<file path="src/design/sbe_pkg.sv">
// ----------------------------------------------------------------------------
// sbe_pkg
// Request codes and transfer payload types for the selection bitmask engine.
// ----------------------------------------------------------------------------
package sbe_pkg;

  localparam logic [3:0] REQ_INIT       = 4'd0;
  localparam logic [3:0] REQ_INSERT     = 4'd1;
  localparam logic [3:0] REQ_DELETE     = 4'd2;
  localparam logic [3:0] REQ_SELECT     = 4'd3;
  localparam logic [3:0] REQ_DESELECT   = 4'd4;
  localparam logic [3:0] REQ_INVERT     = 4'd5;
  localparam logic [3:0] REQ_CLEAR      = 4'd6;
  localparam logic [3:0] REQ_SELECT_ALL = 4'd7;
  localparam logic [3:0] REQ_FIND_NEXT  = 4'd8;

  typedef struct packed {
    logic [3:0] req_type;
    logic [4:0] index;
    logic [5:0] object_count_in;
    logic       redraw_enable;
  } in_item_t;

  typedef struct packed {
    logic [31:0] redraw_mask;
    logic [31:0] selection_bits;
    logic [5:0]  selected_count;
    logic [5:0]  object_count;
    logic        found;
    logic [4:0]  found_index;
    logic        error;
  } out_item_t;

endpackage

</file>
<file path="src/design/sbe_find.sv">
// ----------------------------------------------------------------------------
// sbe_find
// Priority encoder: position of the lowest set bit of a candidate vector.
// ----------------------------------------------------------------------------
module sbe_find #(
  parameter int MAX_OBJECTS = 32
) (
  input  logic [MAX_OBJECTS-1:0]         rest,
  output logic                           hit,
  output logic [$clog2(MAX_OBJECTS)-1:0] pos
);

  localparam int PW = $clog2(MAX_OBJECTS);

  assign hit = |rest;

  // scan from the top so the lowest set bit wins
  always_comb begin
    pos = '0;
    for (int i = MAX_OBJECTS - 1; i >= 0; i--) begin
      if (rest[i]) begin
        pos = PW'(i);
      end
    end
  end

endmodule

</file>
<file path="src/design/sbe_update.sv">
// ----------------------------------------------------------------------------
// sbe_update
// Next-state and result logic for one request against the selection state.
// ----------------------------------------------------------------------------
module sbe_update import sbe_pkg::*; #(
  parameter int MAX_OBJECTS = 32
) (
  input  in_item_t                             req,
  input  logic [MAX_OBJECTS-1:0]               vec_cur,
  input  logic [$clog2(MAX_OBJECTS+1)-1:0]     sel_cur,
  input  logic [$clog2(MAX_OBJECTS+1)-1:0]     obj_cur,
  output logic [MAX_OBJECTS-1:0]               vec_next,
  output logic [$clog2(MAX_OBJECTS+1)-1:0]     sel_next,
  output logic [$clog2(MAX_OBJECTS+1)-1:0]     obj_next,
  output out_item_t                            res
);

  localparam int CW = $clog2(MAX_OBJECTS + 1);
  localparam int PW = $clog2(MAX_OBJECTS);
  // compare width: holds MAX_OBJECTS, any count and any 6-bit input
  localparam int WW = ((CW > 6) ? CW : 6) + 1;

  logic [WW-1:0]          idx_w;
  logic [WW-1:0]          obj_w;
  logic [WW-1:0]          cnt_w;
  logic [WW-1:0]          max_w;
  logic [MAX_OBJECTS-1:0] bit_mask;
  logic [MAX_OBJECTS-1:0] lo_mask;
  logic [MAX_OBJECTS-1:0] obj_mask;
  logic [MAX_OBJECTS-1:0] rest;
  logic [MAX_OBJECTS-1:0] redraw;
  logic                   idx_ok;
  logic                   was;
  logic                   flip;
  logic                   hit;
  logic [PW-1:0]          pos;
  logic                   found;
  logic                   err;

  assign idx_w = WW'(req.index);
  assign obj_w = WW'(obj_cur);
  assign cnt_w = WW'(req.object_count_in);
  assign max_w = WW'(MAX_OBJECTS);

  always_comb begin
    for (int i = 0; i < MAX_OBJECTS; i++) begin
      bit_mask[i] = (WW'(i) == idx_w);
      lo_mask[i]  = (WW'(i) < idx_w);
      obj_mask[i] = (WW'(i) < obj_w);
    end
  end

  assign idx_ok = (idx_w < obj_w);
  assign was    = |(vec_cur & bit_mask);
  assign rest   = vec_cur & obj_mask & ~lo_mask;

  sbe_find #(
    .MAX_OBJECTS(MAX_OBJECTS)
  ) u_find (
    .rest(rest),
    .hit (hit),
    .pos (pos)
  );

  always_comb begin
    vec_next = vec_cur;
    sel_next = sel_cur;
    obj_next = obj_cur;
    redraw   = '0;
    found    = 1'b0;
    err      = 1'b0;
    flip     = 1'b0;
    case (req.req_type)
      REQ_INIT: begin
        if (cnt_w > max_w) begin
          err = 1'b1;
        end else begin
          vec_next = '0;
          sel_next = '0;
          obj_next = CW'(req.object_count_in);
        end
      end
      REQ_INSERT: begin
        if (obj_w >= max_w || idx_w > obj_w) begin
          err = 1'b1;
        end else begin
          vec_next = (vec_cur & lo_mask) | ((vec_cur & ~lo_mask) << 1);
          obj_next = obj_cur + CW'(1);
        end
      end
      REQ_DELETE: begin
        if (!idx_ok) begin
          err = 1'b1;
        end else begin
          vec_next = (vec_cur & lo_mask) | ((vec_cur & ~lo_mask & ~bit_mask) >> 1);
          obj_next = obj_cur - CW'(1);
          if (was) begin
            sel_next = sel_cur - CW'(1);
          end
        end
      end
      REQ_SELECT, REQ_DESELECT, REQ_INVERT: begin
        if (!idx_ok) begin
          err = 1'b1;
        end else begin
          flip = (req.req_type == REQ_INVERT) ||
                 (req.req_type == REQ_SELECT && !was) ||
                 (req.req_type == REQ_DESELECT && was);
          if (flip) begin
            vec_next = vec_cur ^ bit_mask;
            sel_next = was ? (sel_cur - CW'(1)) : (sel_cur + CW'(1));
            if (req.req_type != REQ_INVERT || req.redraw_enable) begin
              redraw = bit_mask;
            end
          end
        end
      end
      REQ_CLEAR: begin
        redraw   = vec_cur & obj_mask;
        vec_next = '0;
        sel_next = '0;
      end
      REQ_SELECT_ALL: begin
        redraw   = ~vec_cur & obj_mask;
        vec_next = obj_mask;
        sel_next = obj_cur;
      end
      REQ_FIND_NEXT: begin
        found = idx_ok && hit;
      end
      default: begin
        err = 1'b1;
      end
    endcase
  end

  assign res.redraw_mask    = 32'(redraw);
  assign res.selection_bits = 32'(vec_next);
  assign res.selected_count = 6'(sel_next);
  assign res.object_count   = 6'(obj_next);
  assign res.found          = found;
  assign res.found_index    = found ? 5'(pos) : 5'd0;
  assign res.error          = err;

endmodule

</file>
<file path="src/design/selection_bitmask_engine.sv">
// ----------------------------------------------------------------------------
// selection_bitmask_engine
// Selection bit vector over an ordered object list, one request per transfer.
// ----------------------------------------------------------------------------
// Usage:
//   Requests arrive on in_valid/in_ready/in_data, one result per request
//   leaves on out_valid/out_ready/out_data, both valid/ready channels.
//   A request is captured in an input register; from there it is applied
//   to the selection state and its result is loaded into the output register.
//   Throughput: 1 request per cycle while the receiver does not stall,
//   set by the single update pass between the input register and the
//   output register.
//   While the receiver stalls, the finished result holds in the output
//   register, one more request waits in the input register, and in_ready
//   drops only once both are full.
//   Reset (rst, synchronous) empties both registers and clears the vector
//   and both counts; no initialization sweep is needed. in_ready is low
//   while rst is high.
//   Refused requests report error with the state left unchanged.
// ----------------------------------------------------------------------------
module selection_bitmask_engine import sbe_pkg::*; #(
  parameter int MAX_OBJECTS = 32
) (
  input  logic      clk,
  input  logic      rst,
  input  logic      in_valid,
  output logic      in_ready,
  input  in_item_t  in_data,
  output logic      out_valid,
  input  logic      out_ready,
  output out_item_t out_data
);

  localparam int CW = $clog2(MAX_OBJECTS + 1);

  logic                   s1_valid;
  in_item_t               s1_item;
  logic [MAX_OBJECTS-1:0] vec;
  logic [CW-1:0]          sel_total;
  logic [CW-1:0]          obj_total;
  logic [MAX_OBJECTS-1:0] vec_next;
  logic [CW-1:0]          sel_total_next;
  logic [CW-1:0]          obj_total_next;
  out_item_t              res;
  logic                   adv;

  // stage 1 moves to the output register when that register is free or draining
  assign adv      = s1_valid && (!out_valid || out_ready);
  assign in_ready = !rst && (!s1_valid || adv);

  sbe_update #(
    .MAX_OBJECTS(MAX_OBJECTS)
  ) u_update (
    .req     (s1_item),
    .vec_cur (vec),
    .sel_cur (sel_total),
    .obj_cur (obj_total),
    .vec_next(vec_next),
    .sel_next(sel_total_next),
    .obj_next(obj_total_next),
    .res     (res)
  );

  always_ff @(posedge clk) begin
    if (rst) begin
      s1_valid  <= 1'b0;
      out_valid <= 1'b0;
      vec       <= '0;
      sel_total <= '0;
      obj_total <= '0;
    end else begin
      if (in_ready) begin
        s1_valid <= in_valid;
      end
      if (adv) begin
        out_valid <= 1'b1;
        vec       <= vec_next;
        sel_total <= sel_total_next;
        obj_total <= obj_total_next;
      end else if (out_ready) begin
        out_valid <= 1'b0;
      end
    end
  end

  always_ff @(posedge clk) begin
    if (in_valid && in_ready) begin
      s1_item <= in_data;
    end
    if (adv) begin
      out_data <= res;
    end
  end

endmodule
</file>
<file path="config.mk">
export PLATFORM = sky130hd
export DESIGN_NAME = selection_bitmask_engine
export DESIGN_NICKNAME = d
export VERILOG_FILES = /design/src/design/sbe_pkg.sv /design/src/design/sbe_find.sv /design/src/design/sbe_update.sv /design/src/design/selection_bitmask_engine.sv
export SDC_FILE = /design/constraint.sdc
export NUM_CORES = 1
export LEC_CHECK = 0
export ABC_CLOCK_PERIOD_IN_PS = 8440
export BUFFER_PORTS_ARGS = -buffer_cell sky130_fd_sc_hd__buf_2
export CORE_ASPECT_RATIO = 0.7
export CORE_MARGIN = 4
export CORE_UTILIZATION = 24
export DETAILED_ROUTE_END_ITERATION = 8
export PLACE_DENSITY_LB_ADDON = 0.08
export SLEW_MARGIN = 25
export SYNTH_ARGS = -nofsm -noshare
export SYNTH_HDL_FRONTEND = slang
export SYNTH_SLANG_ARGS = --single-unit
</file>
<file path="constraint.sdc">
create_clock -name clk -period 8.44 [get_ports clk]
set_clock_uncertainty 0.1 [all_clocks]
set_input_delay 2.11 -clock clk [delete_from_list [all_inputs] [get_ports clk]]
set_output_delay 2.11 -clock clk [all_outputs]
set_load 0.02 [all_outputs]
</file>
==> flow_summary.yaml, run 1 <==
synth:
  yosysTopAreaCell: "edfxtp_1"
  yosys_warnings: 0
  synthFlopType: "edfxtp_1"
  synth.net_count: 1354
  avgSynthCellArea_um2: 8.28
  synth_top_area_share: 0.278
  syn_area_um2: 10700
  synth-seq-cells: 145
  synthCells: 1289
  yosysSeqAreaShare: 0.365
  synth.distinct_cells: 83
  synth_area_leaders: "edfxtp_1 (28%), dfxtp_1 (8.6%), ha_1 (5.3%)"
  async_flop_share: 0
  synth_edf_count: 99
finish:
  drive_above_1_share: 0.162
  final_common_cell: "nor2_1"
  layout_common_cells: "nor2_1 (149), a21oi_1 (108), nand2_1 (105), buf_2 (104), edfxtp_1 (99)"
  design_area_um2: 12400
  multi_input_area_um2: 6190
  fin_nets: 1394
  fill_cells: 4796
  area_delta_synth_final_pct: 16.1
  insertedDiodeCount: 0
  ff_latch_area_um2: 3890
worst_setup_path:
  worstSetupPathType: "reg -> reg"
  critPathRequiredTime_ps: 8630
  crit_fanout: 29
  end_kind: "register"
  start_kind: "register"
  cp.arrival_ps: 6260
clocking:
  cts.repair.resized: 0
  clkTransAtPathRegs_ps: 70
  post_cts_buffers: 0
  htree_levels: 4
  cts_buffers: 17
  cts_sinks: 145
  cts_tree: "done"
  clock_latency_ps: 480
  cts_root_buffer: "clkbuf_16"
  max-clock-path-buffers: 2
  hold_buffers: 0
pwr:
  power.density_nw_per_um2: 164
  leakage_nw: 4.63
  ir_drop_mv: 0.149
timing:
  finalHoldViolCount: 0
  post-route-min-period_ps: 6070
  setup_viol: 0
  max_freq_mhz: 165
  tightestPinTransition_ps: 1010
  rsz0062_at_grt: "no"
  max-slew-margin-rel: 0.319
  finalCritPeriodShare: 0.720
  final_max_slew_viol_count: 0
  final.setup.tns_ps: 0
detailed_routing:
  drc: 0
  vias_per_cell: 5.84
  dr.pass1.iters: 6
  drt-total-wl_um: 55900
  avgRoutedWirePerCell_um: 28.9
  ant_nets: 0
  drtIter0Drc: 1378
  num_vias: 11300
grt:
  grt_pass1_wl_um: 79800
  grt_max_degree: 48
  grt_pass1_vias: 10600
  antenna_found_initial: 0
  grt_usage: 0.231
  grt_overflow: 0
status:
  status: "finished clean"
floorplanning:
  fp.dieH_um: 184
  core_um2: 43800
  start_util: 0.244
  pin_count: 105
  die_w_um: 260
  core.rowCount: 64
  fp.dieArea_um2: 48000
placement:
  routabilityCongestion: 0.972
  dpl_cell_area_um2: 11800
  placement.io_buffers: 104
  hpwlAfterDp_um: 39800
min_path:
  hp-class: "reg -> reg"
job:
  max-cap-violations: 0
-- layer usage --
layer | part of all wire | vias up | wire length, um | GRT usage
met4 | 0.027 | 0 | 1490 | 0.0727
li1 | - | 4987 | - | -
met5 | 0 | - | 0 | 0
met1 | 0.48 | 5627 | 27000 | 0.349
met2 | 0.39 | 611 | 21500 | 0.307
met3 | 0.10 | 78 | 5860 | 0.0742
-- power by group --
part	total (W)	internal, W	switching [W]
clock	0.000848	0.000500	0.000347
combinational	0.000362	0.0000971	0.000264
sequential	0.000828	0.000793	0.0000347
total	0.00204	0.00139	0.000646
-- worst paths after layout --
| check | to | cells past startpoint | from | slack, ps |
|---|---|---|---|---|
| worst max-delay path | out_data[80]$_DFFE_PP_ | 11 | s1_item[8]$_DFFE_PP_ | 2370 |
| worst min-delay path | out_valid$_SDFFE_PP0P_ | 2 | s1_valid$_SDFFE_PP0P_ | 430 |
| worst max register to register | out_data[80]$_DFFE_PP_ | 11 | s1_item[8]$_DFFE_PP_ | 2370 |
| worst min register to register | out_valid$_SDFFE_PP0P_ | 2 | s1_valid$_SDFFE_PP0P_ | 430 |
-- cells by family after synthesis --
group           share of synthesized area
compound gates                      0.314
simple gates                        0.196
buf+inv                            0.0581
flops                               0.365
fa+ha+maj                          0.0527
mux                                0.0115
xor+xnor                          0.00328
-- final cells by class --
| cell class | count | share of cell area |
|---|---|---|
| Multi-Input combinational cell | 989 | 0.500 |
| Sequential cell | 145 | 0.314 |
| Timing Repair Buffer | 140 | 0.0638 |
| Tap cell | 594 | 0.0600 |
| Clock buffer | 21 | 0.0389 |
| Clock inverter | 11 | 0.0121 |
| Inverter | 36 | 0.0111 |
-- synthesized netlist by cell type, drive strengths merged, types with 10 or more instances --
master and n:
a211oi 20, a21boi 10, a21o 13, a21oi 111, a221o 12, a221oi 13, a31oi 14, and2 12
buf 26, clkbuf 93, dfxtp 46, edfxtp 99, ha 45, inv 34, mux2i 10, nand2 105
nand2b 10, nand3 35, nand4 15, nor2 150, nor2b 12, nor3 31, nor4 11, o211ai 20
o21a 21, o21ai 99, o221ai 18, o22ai 29, o31ai 11, o32ai 10, or2 15
-- registers in the layout (all words and copies together), names as in the netlist --
name	flops
obj_total	6
sel_total	6
vec	32
s1_valid	1
out_valid	1
s1_item	16
out_data	83
-- critical path: stages, from the launching register on --
cell	delay (ps)
edfxtp_1	320
buf_4	350
nand2b_1	730
nor2_1	120
ha_1	280
nor4_1	670
nand4_1	440
or4_4	620
a21oi_4	660
nand2_1	700
or2_2	620
o21ai_0	220
-- metrics by stage --
| step | hold slack (ps) | std cells | worst slack [ps] | util | total power (W) |
|---|---|---|---|---|---|
| floorplan | 387 | 1289 | 2700 | - | 0.00104 |
| global placement | 416 | 1904 | 2690 | 0.268 | 0.00120 |
| detailed placement | 414 | 1904 | 2700 | 0.268 | 0.00119 |
| CTS | 429 | 1936 | 2660 | 0.283 | 0.00206 |
| global route | 483 | 1936 | 2290 | 0.283 | 0.00211 |
| finish | 426 | 1936 | 2370 | 0.283 | 0.00204 |
Power figures use the tool's default switching activity.
==> inputs of run 2 (changes only) <==
Settings changed: ABC_AREA set to 1, ABC_CLOCK_PERIOD_IN_PS 8440 to 4900.
Clock period 8.44 ns to 4.9 ns, I/O delays scaled along.
==> run 2 against run 1 <==
Against the previous run:
- non-clock buffer count is 32 higher
- routed wire length is 16% lower
- count of clock-buffer cells in the layout is 1 higher
- utilization is 1.3 points higher
- synthesized area is 5.7% lower
- critical path type unchanged
- clock power is 62% higher
- critical endpoint is now vec[23]$_SDFFE_PP0P_
- sequential power is 74% higher
- register-to-register slack worse by 2100 ps
- sequential share of layout area is 0.45 points higher
==> flow_summary.yaml, run 2 <==
status:
  status: "finished clean"
min_path:
  hold_depth: 2
  min_from: "out_valid$_SDFFE_PP0P_"
  hp-class: "reg -> reg"
  hold-path-endpoint: "s1_valid$_SDFFE_PP0P_"
pwr:
  leakage_nw: 5.15
  ir_drop_mv: 0.244
  power.density_nw_per_um2: 285
  p_total_w: 0.00348
worst_setup_path:
  start_kind: "register"
  r2r_setup_slack_ps: 280
  critPathRequiredTime_ps: 5160
  cp.arrival_ps: 4870
  slowest_stage: "edfxtp_1"
  reg2reg_to: "vec[23]$_SDFFE_PP0P_"
  max_stage_delay_ps: 570
  end_kind: "register"
  critical_path.cell_chain: "nor2_1 -> inv_2 -> nor2_1 -> inv_2 -> nor2_1 -> inv_1 -> nor2_1 -> ha_1 -> nor4_4 -> nand4_1 -> nor2_2 -> a21oi_1 -> a21oi_1 -> nor2_1 -> nor2_1 -> nor2_1 -> buf_4 -> nor2_1 -> a2bb2oi_1 -> nor2_1 -> a211oi_1"
  rr_worst_depth: 21
  regToRegStartpoint: "s1_item[11]$_DFFE_PP_"
  crit_fanout: 8
  worstSetupPathType: "reg -> reg"
  path_common_cell: "nor2_1"
clocking:
  cts_tree: "done"
  clkTransAtPathRegs_ps: 70
  cts_sinks: 145
  max-clock-path-buffers: 2
  htree_levels: 4
  clock_latency_ps: 460
  cts_buffers: 17
  cts_root_buffer: "clkbuf_16"
floorplanning:
  start_util: 0.244
  die_w_um: 253
  fp.dieArea_um2: 45400
  pin_count: 105
  core.rowCount: 62
  fp.dieH_um: 179
  core_um2: 41300
grt:
  antenna_found_initial: 0
  grt_pass1_vias: 10300
  grt_usage: 0.204
  grt_overflow: 0
  grt_max_degree: 52
  grt_pass1_wl_um: 69300
finish:
  drive_above_1_share: 0.160
  top_regs: "out_data (83), vec (32), s1_item (16)"
  layout_common_cells: "nand2_1 (241), inv_1 (185), nor2_1 (179), o21ai_0 (110), buf_2 (104)"
  regMostFlops: "out_data"
  final_common_cell: "nand2_1"
  final_core_utilization: 0.296
  insertedDiodeCount: 0
  largest_register_ffs: 83
  area_delta_synth_final_pct: 21.3
  fin_nets: 1564
synth:
  yosysTopAreaCell: "edfxtp_1"
  synth_commonest_cells: "nand2_1 (242), inv_1 (186), nor2_1 (182)"
  synth_most_common_cell: "nand2_1"
  synth_area_leaders: "edfxtp_1 (30%), dfxtp_1 (9.1%), nand2_1 (9.0%)"
  syn_area_um2: 10100
  async_flop_share: 0
  synth_top_area_share: 0.295
  synth-seq-cells: 145
  synthCells: 1362
  synth.net_count: 1427
  yosys_warnings: 0
  synth.distinct_cells: 51
  synth_edf_count: 99
  avgSynthCellArea_um2: 7.40
  yosysSeqAreaShare: 0.387
  synthFlopType: "edfxtp_1"
detailed_routing:
  vias_per_cell: 5.19
  drtIter0Drc: 1280
  num_vias: 10700
  drt-total-wl_um: 46900
  ant_nets: 0
  dr.pass1.iters: 6
  avgRoutedWirePerCell_um: 22.8
  drc: 0
timing:
  finalCritPeriodShare: 0.942
  setup_viol: 0
  tightestPinTransition_ps: 1070
  final_max_slew_viol_count: 0
  max-slew-margin-rel: 0.281
  rsz0062_at_grt: "no"
  max_freq_mhz: 217
  post-route-min-period_ps: 4620
  finalHoldViolCount: 0
placement:
  hpwlAfterDp_um: 35000
  routabilityCongestion: 0.945
  placement.io_buffers: 104
job:
  max-cap-violations: 0
[run 2: cell types whose count changed after synthesis, sizes merged, moves of 17 or more]
cell / delta
a21oi: -17
nand2: +143
clkbuf: -58
nor2: +44
inv: +168
o22ai: -21
o21a: -19
o21ai: +17
[run 2: final cells by class]
class | instances | area [um^2]
clock buffer | 22 | 444
clock inverter | 10 | 136
fill | 4567 | 29100
inverter | 204 | 768
multi-input combinational | 959 | 5210
sequential | 145 | 3890
tap | 544 | 681
timing repair buffer | 172 | 1080
[run 2: kinds of logic (layout without fill, tap and decap cells)]
family          after synthesis  after routing  synth area share
compound gates              364            364             0.226
simple gates                541            541             0.225
flops                       145            145             0.387
buf+inv                     258            408            0.0991
xor+xnor                      9              9           0.00783
fa+ha+maj                    45             45            0.0559
[run 2: report_power, final]
| part | internal, W | switching (W) | leakage, nW |
|---|---|---|---|
| clock | 0.000798 | 0.000572 | 0.276 |
| combinational | 0.000189 | 0.000482 | 3.55 |
| sequential | 0.00138 | 0.0000615 | 1.33 |
| total | 0.00237 | 0.00112 | 5.15 |
[run 2: how the worst max path moves through the flow]
stage / from / endpoint / slack, ps / depth (start not counted)
after floorplan: out_ready / obj_total[4]$_SDFFE_PP0P_ / 1060 / 7
after global placement: s1_item[10]$_DFFE_PP_ / out_data[69]$_DFFE_PP_ / -460 / 19
after detailed placement: s1_item[10]$_DFFE_PP_ / out_data[69]$_DFFE_PP_ / -300 / 19
after CTS: s1_item[10]$_DFFE_PP_ / out_data[69]$_DFFE_PP_ / 110 / 19
after global routing: s1_item[11]$_DFFE_PP_ / vec[23]$_SDFFE_PP0P_ / 20 / 21
final: s1_item[11]$_DFFE_PP_ / vec[23]$_SDFFE_PP0P_ / 280 / 21
[run 2: metal layers]
metal  vias to the layer above  track usage  part of all wire
met1                      5176        0.310              0.50
met2                       427        0.290              0.41
li1                       4998            -                 -
met4                         0       0.0518             0.021
met3                        68       0.0444             0.074
met5                         -            0                 0
[run 2: worst max-delay path: cells and delay by family (launching register included)]
family / cells / cell delay [ps]
AND/OR/NAND/NOR: 12 / 2090
AO/OA/AOI/OAI: 4 / 810
buffers and inverters: 4 / 700
flip-flops: 1 / 570
adder cells (fa/ha/maj): 1 / 240
[run 2: timing repair]
item,CTS,global route
setup buffers,0,5
endpoints found under the setup margin,72,13
pin swaps,0,0
resized for setup,2,2
hold buffers,0,0
[run 2: per-stage QoR]
step / instance area, um^2 / setup TNS [ps] / cells / setup WS (ps) / hold WS [ps]
final: 12200 / 0 / 2056 / 284 / 436
after global routing: 12200 / 0 / 2056 / 24.3 / 488
after CTS: 12200 / 0 / 2051 / 110 / 438
after detailed placement: 11600 / -3870 / 2019 / -300 / 426
after global placement: 11600 / -12080 / 2019 / -461 / 428
after floorplan: 10100 / 0 / 1362 / 1060 / 381
